--- src/rtl/cfhi_pkg.sv ---
// ----------------------------------------------------------------------------
// cfhi_pkg
// Types and constants shared by the cuckoo filter key hash and index pipeline.
// ----------------------------------------------------------------------------
package cfhi_pkg;

   localparam int BUCKET_COUNT = 1024;

   localparam logic [31:0] HASH_SEED = 32'hbc9f1d34;
   localparam logic [31:0] HASH_MUL  = 32'h5bd1e995;

   // only the low index bits of a product can reach the masked index
   localparam logic [9:0] HASH_MUL_LO = HASH_MUL[9:0];
   localparam logic [9:0] IDX_MASK    = 10'((BUCKET_COUNT - 1) & 32'h3ff);

   localparam logic [3:0] KEY_LEN_MAX = 4'd8;

   typedef enum logic {
      FUNC_HASH = 1'b0,
      FUNC_ALT  = 1'b1
   } func_type;

   typedef struct packed {
      logic        func;
      logic [63:0] key_bytes;
      logic [3:0]  key_len;
      logic [9:0]  bucket_in;
      logic [7:0]  tag_in;
   } req_type;

   typedef struct packed {
      logic        key_error;
      logic [31:0] hash_value;
      logic [7:0]  fingerprint;
      logic [9:0]  primary_index;
      logic [9:0]  alternate_index;
   } rsp_type;

   // side information that travels with a beat down the pipeline
   typedef struct packed {
      logic        func;
      logic        key_error;
      logic [3:0]  key_len;
      logic [9:0]  bucket;
      logic [7:0]  tag;
   } ctl_type;

   typedef struct packed {
      ctl_type     ctl;
      logic [31:0] h_word;
      logic [31:0] h_mul;
      logic [31:0] k_hi;
      logic [31:0] h_short;
   } mix_type;

   typedef struct packed {
      ctl_type     ctl;
      logic [31:0] hash;
   } fin_type;

endpackage

--- src/rtl/cuckoo_filter_key_hash_index.sv ---
// ----------------------------------------------------------------------------
// cuckoo_filter_key_hash_index
// Key hash and bucket index unit for a cuckoo filter.
// ----------------------------------------------------------------------------
// A beat is taken at every clock edge with start high; busy never rises, so a
// new key or alternate-bucket request may enter every cycle. Each beat comes
// out on rsp_data with rsp_valid high for one cycle, in the order the beats
// went in. Each beat passes through the chain of four dependent multiplies of
// the hash (two on the key words, one on the trailing word, one in the final
// mix), each in a register stage of its own, then through the closing shift
// stage of the final mix and the result register.
// rsp_valid cannot be held off.
module cuckoo_filter_key_hash_index (
   input  logic              clock,
   input  logic              reset,
   input  logic              start,
   output logic              busy,
   input  cfhi_pkg::req_type req_data,
   output logic              rsp_valid,
   output cfhi_pkg::rsp_type rsp_data
);

   logic              mix_valid;
   cfhi_pkg::mix_type mix_data;
   logic              fin_valid;
   cfhi_pkg::fin_type fin_data;

   assign busy = 1'b0;

   cfhi_key_mix u_key_mix (
      .clock     (clock),
      .reset     (reset),
      .in_valid  (start),
      .in_data   (req_data),
      .out_valid (mix_valid),
      .out_data  (mix_data)
   );

   cfhi_finalize u_finalize (
      .clock     (clock),
      .reset     (reset),
      .in_valid  (mix_valid),
      .in_data   (mix_data),
      .out_valid (fin_valid),
      .out_data  (fin_data)
   );

   cfhi_index u_index (
      .clock     (clock),
      .reset     (reset),
      .in_valid  (fin_valid),
      .in_data   (fin_data),
      .out_valid (rsp_valid),
      .out_data  (rsp_data)
   );

endmodule

--- src/rtl/cfhi_key_mix.sv ---
// ----------------------------------------------------------------------------
// cfhi_key_mix
// Three register stages of the word and tail mixing of the key hash.
// ----------------------------------------------------------------------------
module cfhi_key_mix (
   input  logic             clock,
   input  logic             reset,
   input  logic             in_valid,
   input  cfhi_pkg::req_type in_data,
   output logic             out_valid,
   output cfhi_pkg::mix_type out_data
);

   logic [3:0]        len_sat;
   logic [31:0]       tail_mask;
   logic [31:0]       seed_mix;
   cfhi_pkg::ctl_type ctl_in;

   // stage 1
   logic              s1_valid_ff;
   cfhi_pkg::ctl_type s1_ctl_ff;
   logic [31:0]       s1_p_ff, s1_q_ff, s1_hs_ff, s1_ht_ff, s1_tail_ff;
   // stage 2
   logic              s2_valid_ff;
   cfhi_pkg::ctl_type s2_ctl_ff;
   logic [31:0]       s2_ka_ff, s2_kb_ff, s2_hs_ff, s2_ht_ff, s2_tail_ff;
   // stage 3
   logic              s3_valid_ff;
   cfhi_pkg::mix_type s3_data_ff;
   logic [31:0]       h_word_in, h_tail_in;

   always_comb begin
      len_sat = (in_data.key_len > cfhi_pkg::KEY_LEN_MAX) ? cfhi_pkg::KEY_LEN_MAX
                                                           : in_data.key_len;
      case (len_sat[1:0])
         2'd1:    tail_mask = 32'h0000_00ff;
         2'd2:    tail_mask = 32'h0000_ffff;
         2'd3:    tail_mask = 32'h00ff_ffff;
         default: tail_mask = 32'h0000_0000;
      endcase
      seed_mix         = cfhi_pkg::HASH_SEED ^ {28'd0, len_sat};
      ctl_in.func      = in_data.func;
      ctl_in.key_error = (in_data.func == cfhi_pkg::FUNC_HASH) && (in_data.key_len == 4'd0);
      ctl_in.key_len   = len_sat;
      ctl_in.bucket    = in_data.bucket_in;
      ctl_in.tag       = in_data.tag_in;
   end

   always_ff @(posedge clock) begin
      if (reset) begin
         s1_valid_ff <= 1'b0;
      end else begin
         s1_valid_ff <= in_valid;
      end
      s1_ctl_ff  <= ctl_in;
      s1_p_ff    <= in_data.key_bytes[31:0] * cfhi_pkg::HASH_MUL;
      s1_q_ff    <= in_data.key_bytes[63:32] * cfhi_pkg::HASH_MUL;
      s1_hs_ff   <= seed_mix * cfhi_pkg::HASH_MUL;
      // short key: seed and tail mixed at once
      s1_ht_ff   <= (seed_mix ^ (in_data.key_bytes[31:0] & tail_mask)) * cfhi_pkg::HASH_MUL;
      s1_tail_ff <= in_data.key_bytes[63:32] & tail_mask;
   end

   always_ff @(posedge clock) begin
      if (reset) begin
         s2_valid_ff <= 1'b0;
      end else begin
         s2_valid_ff <= s1_valid_ff;
      end
      s2_ctl_ff  <= s1_ctl_ff;
      s2_ka_ff   <= (s1_p_ff ^ (s1_p_ff >> 24)) * cfhi_pkg::HASH_MUL;
      s2_kb_ff   <= (s1_q_ff ^ (s1_q_ff >> 24)) * cfhi_pkg::HASH_MUL;
      s2_hs_ff   <= s1_hs_ff;
      s2_ht_ff   <= s1_ht_ff;
      s2_tail_ff <= s1_tail_ff;
   end

   always_comb begin
      h_word_in = s2_hs_ff ^ s2_ka_ff;
      // tail after one full word for lengths five to seven
      if (s2_ctl_ff.key_len[3:2] == 2'b01 && s2_ctl_ff.key_len[1:0] != 2'd0) begin
         h_tail_in = h_word_in ^ s2_tail_ff;
      end else begin
         h_tail_in = h_word_in;
      end
   end

   always_ff @(posedge clock) begin
      if (reset) begin
         s3_valid_ff <= 1'b0;
      end else begin
         s3_valid_ff <= s2_valid_ff;
      end
      s3_data_ff.ctl     <= s2_ctl_ff;
      s3_data_ff.h_word  <= h_word_in;
      s3_data_ff.h_mul   <= h_tail_in * cfhi_pkg::HASH_MUL;
      s3_data_ff.k_hi    <= s2_kb_ff;
      s3_data_ff.h_short <= s2_ht_ff;
   end

   assign out_valid = s3_valid_ff;
   assign out_data  = s3_data_ff;

endmodule

--- src/rtl/cfhi_finalize.sv ---
// ----------------------------------------------------------------------------
// cfhi_finalize
// Picks the mixed hash by key length and runs the final avalanche mix.
// ----------------------------------------------------------------------------
module cfhi_finalize (
   input  logic             clock,
   input  logic             reset,
   input  logic             in_valid,
   input  cfhi_pkg::mix_type in_data,
   output logic             out_valid,
   output cfhi_pkg::fin_type out_data
);

   logic [31:0]       h_sel;
   logic [31:0]       h_mix;

   logic              s4_valid_ff;
   cfhi_pkg::ctl_type s4_ctl_ff;
   logic [31:0]       s4_g_ff;

   logic              s5_valid_ff;
   cfhi_pkg::fin_type s5_data_ff;

   always_comb begin
      if (in_data.ctl.key_len < 4'd4) begin
         h_sel = in_data.h_short;
      end else if (in_data.ctl.key_len == 4'd4) begin
         h_sel = in_data.h_word;
      end else if (in_data.ctl.key_len == cfhi_pkg::KEY_LEN_MAX) begin
         h_sel = in_data.h_mul ^ in_data.k_hi;
      end else begin
         h_sel = in_data.h_mul;
      end
      h_mix = h_sel ^ (h_sel >> 13);
   end

   always_ff @(posedge clock) begin
      if (reset) begin
         s4_valid_ff <= 1'b0;
      end else begin
         s4_valid_ff <= in_valid;
      end
      s4_ctl_ff <= in_data.ctl;
      s4_g_ff   <= h_mix * cfhi_pkg::HASH_MUL;
   end

   always_ff @(posedge clock) begin
      if (reset) begin
         s5_valid_ff <= 1'b0;
      end else begin
         s5_valid_ff <= s4_valid_ff;
      end
      s5_data_ff.ctl  <= s4_ctl_ff;
      s5_data_ff.hash <= s4_g_ff ^ (s4_g_ff >> 15);
   end

   assign out_valid = s5_valid_ff;
   assign out_data  = s5_data_ff;

endmodule

--- src/rtl/cfhi_index.sv ---
// ----------------------------------------------------------------------------
// cfhi_index
// Fingerprint, primary bucket and alternate bucket; registered result beat.
// ----------------------------------------------------------------------------
module cfhi_index (
   input  logic             clock,
   input  logic             reset,
   input  logic             in_valid,
   input  cfhi_pkg::fin_type in_data,
   output logic             out_valid,
   output cfhi_pkg::rsp_type out_data
);

   logic [7:0]        fp;
   logic [9:0]        prim;
   logic [9:0]        bkt;
   logic [7:0]        tg;
   logic [9:0]        spread;
   cfhi_pkg::rsp_type rsp_in;

   logic              rsp_valid_ff;
   cfhi_pkg::rsp_type rsp_data_ff;

   always_comb begin
      fp   = (in_data.hash[7:0] == 8'd0) ? 8'd1 : in_data.hash[7:0];
      prim = in_data.hash[17:8] & cfhi_pkg::IDX_MASK;
      if (in_data.ctl.func == cfhi_pkg::FUNC_ALT) begin
         bkt = in_data.ctl.bucket;
         tg  = in_data.ctl.tag;
      end else begin
         bkt = prim;
         tg  = fp;
      end
      spread = {2'd0, tg} * cfhi_pkg::HASH_MUL_LO;

      rsp_in.key_error       = 1'b0;
      rsp_in.hash_value      = 32'd0;
      rsp_in.fingerprint     = 8'd0;
      rsp_in.primary_index   = 10'd0;
      rsp_in.alternate_index = (bkt ^ spread) & cfhi_pkg::IDX_MASK;
      if (in_data.ctl.func == cfhi_pkg::FUNC_HASH) begin
         if (in_data.ctl.key_error) begin
            rsp_in.key_error       = 1'b1;
            rsp_in.alternate_index = 10'd0;
         end else begin
            rsp_in.hash_value    = in_data.hash;
            rsp_in.fingerprint   = fp;
            rsp_in.primary_index = prim;
         end
      end
   end

   always_ff @(posedge clock) begin
      if (reset) begin
         rsp_valid_ff <= 1'b0;
      end else begin
         rsp_valid_ff <= in_valid;
      end
      rsp_data_ff <= rsp_in;
   end

   assign out_valid = rsp_valid_ff;
   assign out_data  = rsp_data_ff;

endmodule
--- config.mk ---
export PLATFORM = sky130hd
export DESIGN_NAME = cuckoo_filter_key_hash_index
export DESIGN_NICKNAME = d
export VERILOG_FILES = /design/src/rtl/cfhi_pkg.sv /design/src/rtl/cuckoo_filter_key_hash_index.sv /design/src/rtl/cfhi_key_mix.sv /design/src/rtl/cfhi_finalize.sv /design/src/rtl/cfhi_index.sv
export SDC_FILE = /design/constraint.sdc
export NUM_CORES = 2
export LEC_CHECK = 0
export BUFFER_PORTS_ARGS = -buffer_cell sky130_fd_sc_hd__buf_4
export CAP_MARGIN = 10
export CORE_ASPECT_RATIO = 1.2
export CORE_MARGIN = 2
export CORE_UTILIZATION = 30
export CTS_CLUSTER_DIAMETER = 60
export CTS_CLUSTER_SIZE = 20
export DETAILED_ROUTE_END_ITERATION = 7
export GPL_TIMING_DRIVEN = 0
export MAX_ROUTING_LAYER = met4
export SLEW_MARGIN = 20
export SYNTH_ARGS = -nofsm -noshare
export SYNTH_HDL_FRONTEND = slang
export SYNTH_HIERARCHICAL = 1
export SYNTH_SLANG_ARGS = --single-unit
--- constraint.sdc ---
create_clock -name clock -period 23.1 [get_ports clock]
set_input_delay 1.155 -clock clock [delete_from_list [all_inputs] [get_ports clock]]
set_output_delay 1.155 -clock clock [all_outputs]
set_load 0.005 [all_outputs]
==> summary.txt <==
Routing
  – Vias per inst: 4.39
  – Routed WL: 204 mm
  – Drt wl/cell: 17.3 um
  – Vias: 51.6k
  – First-pass iteration count of the detailed router: 6
  – Routed Antenna Nets: 0
  – Drt initial violations: 2030
  – DRC: 0

Timing
  – Max Clock Freq: 93.9 MHz
  – Worst slew margin: 23.8%
  – Worst-Margin Slew: 1.14 ns
  – Fin. Hold Viols: 0
  – Post-route setup TNS: 0 ns
  – Fin. max-slew vios: 0
  – Final Setup Violations: 0
  – Final period utilization: 46.1%
  – Clk_skew: 0.0803 ns
  – Fin crit period: 10.66 ns
  – RSZ-0062 raised after global routing: no

CTS
  – Skew-Pair Late Insertion Delay: 0.73 ns
  – CTS tree: done
  – Worst-path clk slew: 0.08 ns
  – Post-CTS setup buffer count: 0
  – CTS Buffer Depth: 3
  – Clock Sinks: 659
  – Clk Tree Root Cell: clkbuf_16
  – CTS buffer count: 54
  – Hold Buf Count CTS: 0
  – Post-CTS resize count: 0
  – H-tree level count: 2

Placement
  – Gp weighted congestion: 0.926
  – Dpl hpwl: 176 mm
  – Placed inst area: 0.0877 mm^2
  – PortBufs: 151

Final layout
  – Filler instances: 27.3k
  – Area growth from synthesis to layout: 10.1%
  – Nets: 11.1k
  – Ratio of cells with drive above 1 in the final layout: 5.08%
  – Most frequent cells in the layout: 2369 x inv_1, 1625 x ha_1, 1270 x fa_1
  – Fin area: 0.0896 mm^2
  – Most common cell after layout, fill and taps aside: inv_1

Worst setup path
  – Worst path max stage delay: 0.90 ns
  – R2R Setup Slk: 12.70 ns
  – Worst R2R Start: u_key_mix/out_data[149]$_DFF_P_
  – Crit path capture type: flip-flop
  – Worst path arrival time: 11.26 ns
  – CP max stage cell: clkinv_1
  – CP max FO: 16
  – WP data required: 23.70 ns
  – Setup CP Type: primary input to flip-flop
  – CP most frequent cell: fa_1
  – FF-to-FF path depth: 33
  – Startpoint Class: primary input
  – Critical R2R Capture: u_finalize/s4_g_ff[30]$_DFF_P_

Floorplan
  – Core Box Area: 0.270 mm^2
  – Cell row count: 209
  – Die Span Y: 575 um
  – Ports: 153
  – DIE AREA: 0.276 mm^2
  – Die span in x: 480 um
  – Initial Utilization: 30.1%

Synth
  – Avg Cell Area, Syn: 10.3 um^2
  – Cell area after synthesis: 0.0814 mm^2
  – Syn nets: 10.9k
  – Yosys warns: 6
  – Cell count after synthesis: 7892

Worst hold path
  – Worst Hold Class: flip-flop to flip-flop
  – Hold Crit Start: u_key_mix/s1_ctl_ff[21]$_DFF_P_
  – Hold path endpoint: u_key_mix/s2_ctl_ff[21]$_DFF_P_
  – Hold path cells: 0

Global route
  – GRT Total Usage: 15.6%
  – Vias in the first global route: 58.2k
  – Largest net degree at the start of global routing: 21
  – Total gr overflow: 0
  – Global-route wire length before repair: 324 mm
  – Antenna violations before repair: 5

Status
  – Status: completed

Run
  – Max-cap violations: 0
## stage by stage
stage	instances	hold WS [ns]	setup WS, ns	util, %
after floorplan	7892	0.310	14.56	-
after global placement	11600	0.311	11.37	32.2
after detailed placement	11700	0.312	11.62	32.5
after CTS	11800	0.293	12.38	33.2
after global routing	11800	0.302	11.99	33.2
final	11800	0.294	12.44	33.2
## registers in the layout (all words and copies together) (netlist names), 21 cells and up
signal                cells
u_key_mix/out_data      152
u_finalize/out_data      52
u_index/out_data         51
u_finalize/s4_g_ff       32
u_key_mix/s1_hs_ff       32
u_key_mix/s1_ht_ff       32
u_key_mix/s1_p_ff        32
u_key_mix/s1_q_ff        32
u_key_mix/s2_hs_ff       32
u_key_mix/s2_ht_ff       32
u_key_mix/s2_ka_ff       32
u_key_mix/s2_kb_ff       32
u_key_mix/s1_tail_ff     24
u_key_mix/s2_tail_ff     24
u_key_mix/s1_ctl_ff      21
u_key_mix/s2_ctl_ff      21
## worst max-delay path, delay by kind of cell
kind                     cells  cell delay (ns)
adder cells (fa/ha/maj)     10             4.84
buffers and inverters        9             2.37
AO/OA/AOI/OAI                6             1.16
XOR/XNOR                     1             0.30
AND/OR/NAND/NOR              3             1.36
## routing by layer
layer	vias to the layer above	part of all wire [%]	GRT usage (%)
li1	24600	-	-
met4	0	4.6	6.08
met3	347	2.8	1.32
met2	842	50	27.3
met5	-	0	-
met1	25800	42	18.3
## layout make-up
cell class	instances	area (um^2)	share of cell area, %
timing repair buffer	182	1510	1.68
inverter	2374	8920	9.95
clock buffer	58	1380	1.54
buffer	46	287	0.320
clock inverter	32	489	0.546
multi-input combinational	4813	59400	66.2
tap	3587	4490	5.01
sequential	659	13200	14.7
antenna	1	2.50	0.00279
## how the worst max path moves through the flow
stage                      start                              to  slack [ns]  depth (start not counted)
floorplan           req_data[21]  u_key_mix/s1_ht_ff[31]$_DFF_P_       14.56                         28
global placement    req_data[21]  u_key_mix/s1_ht_ff[31]$_DFF_P_       11.37                         29
detailed placement  req_data[21]  u_key_mix/s1_ht_ff[31]$_DFF_P_       11.62                         29
CTS                 req_data[21]  u_key_mix/s1_ht_ff[31]$_DFF_P_       12.38                         29
global route        req_data[21]  u_key_mix/s1_ht_ff[31]$_DFF_P_       11.99                         29
finish              req_data[21]  u_key_mix/s1_ht_ff[31]$_DFF_P_       12.44                         29
Power is left out: the tool's default activity adds up to more than one toggle a clock period on the data nets, which glitch-free logic cannot reach.
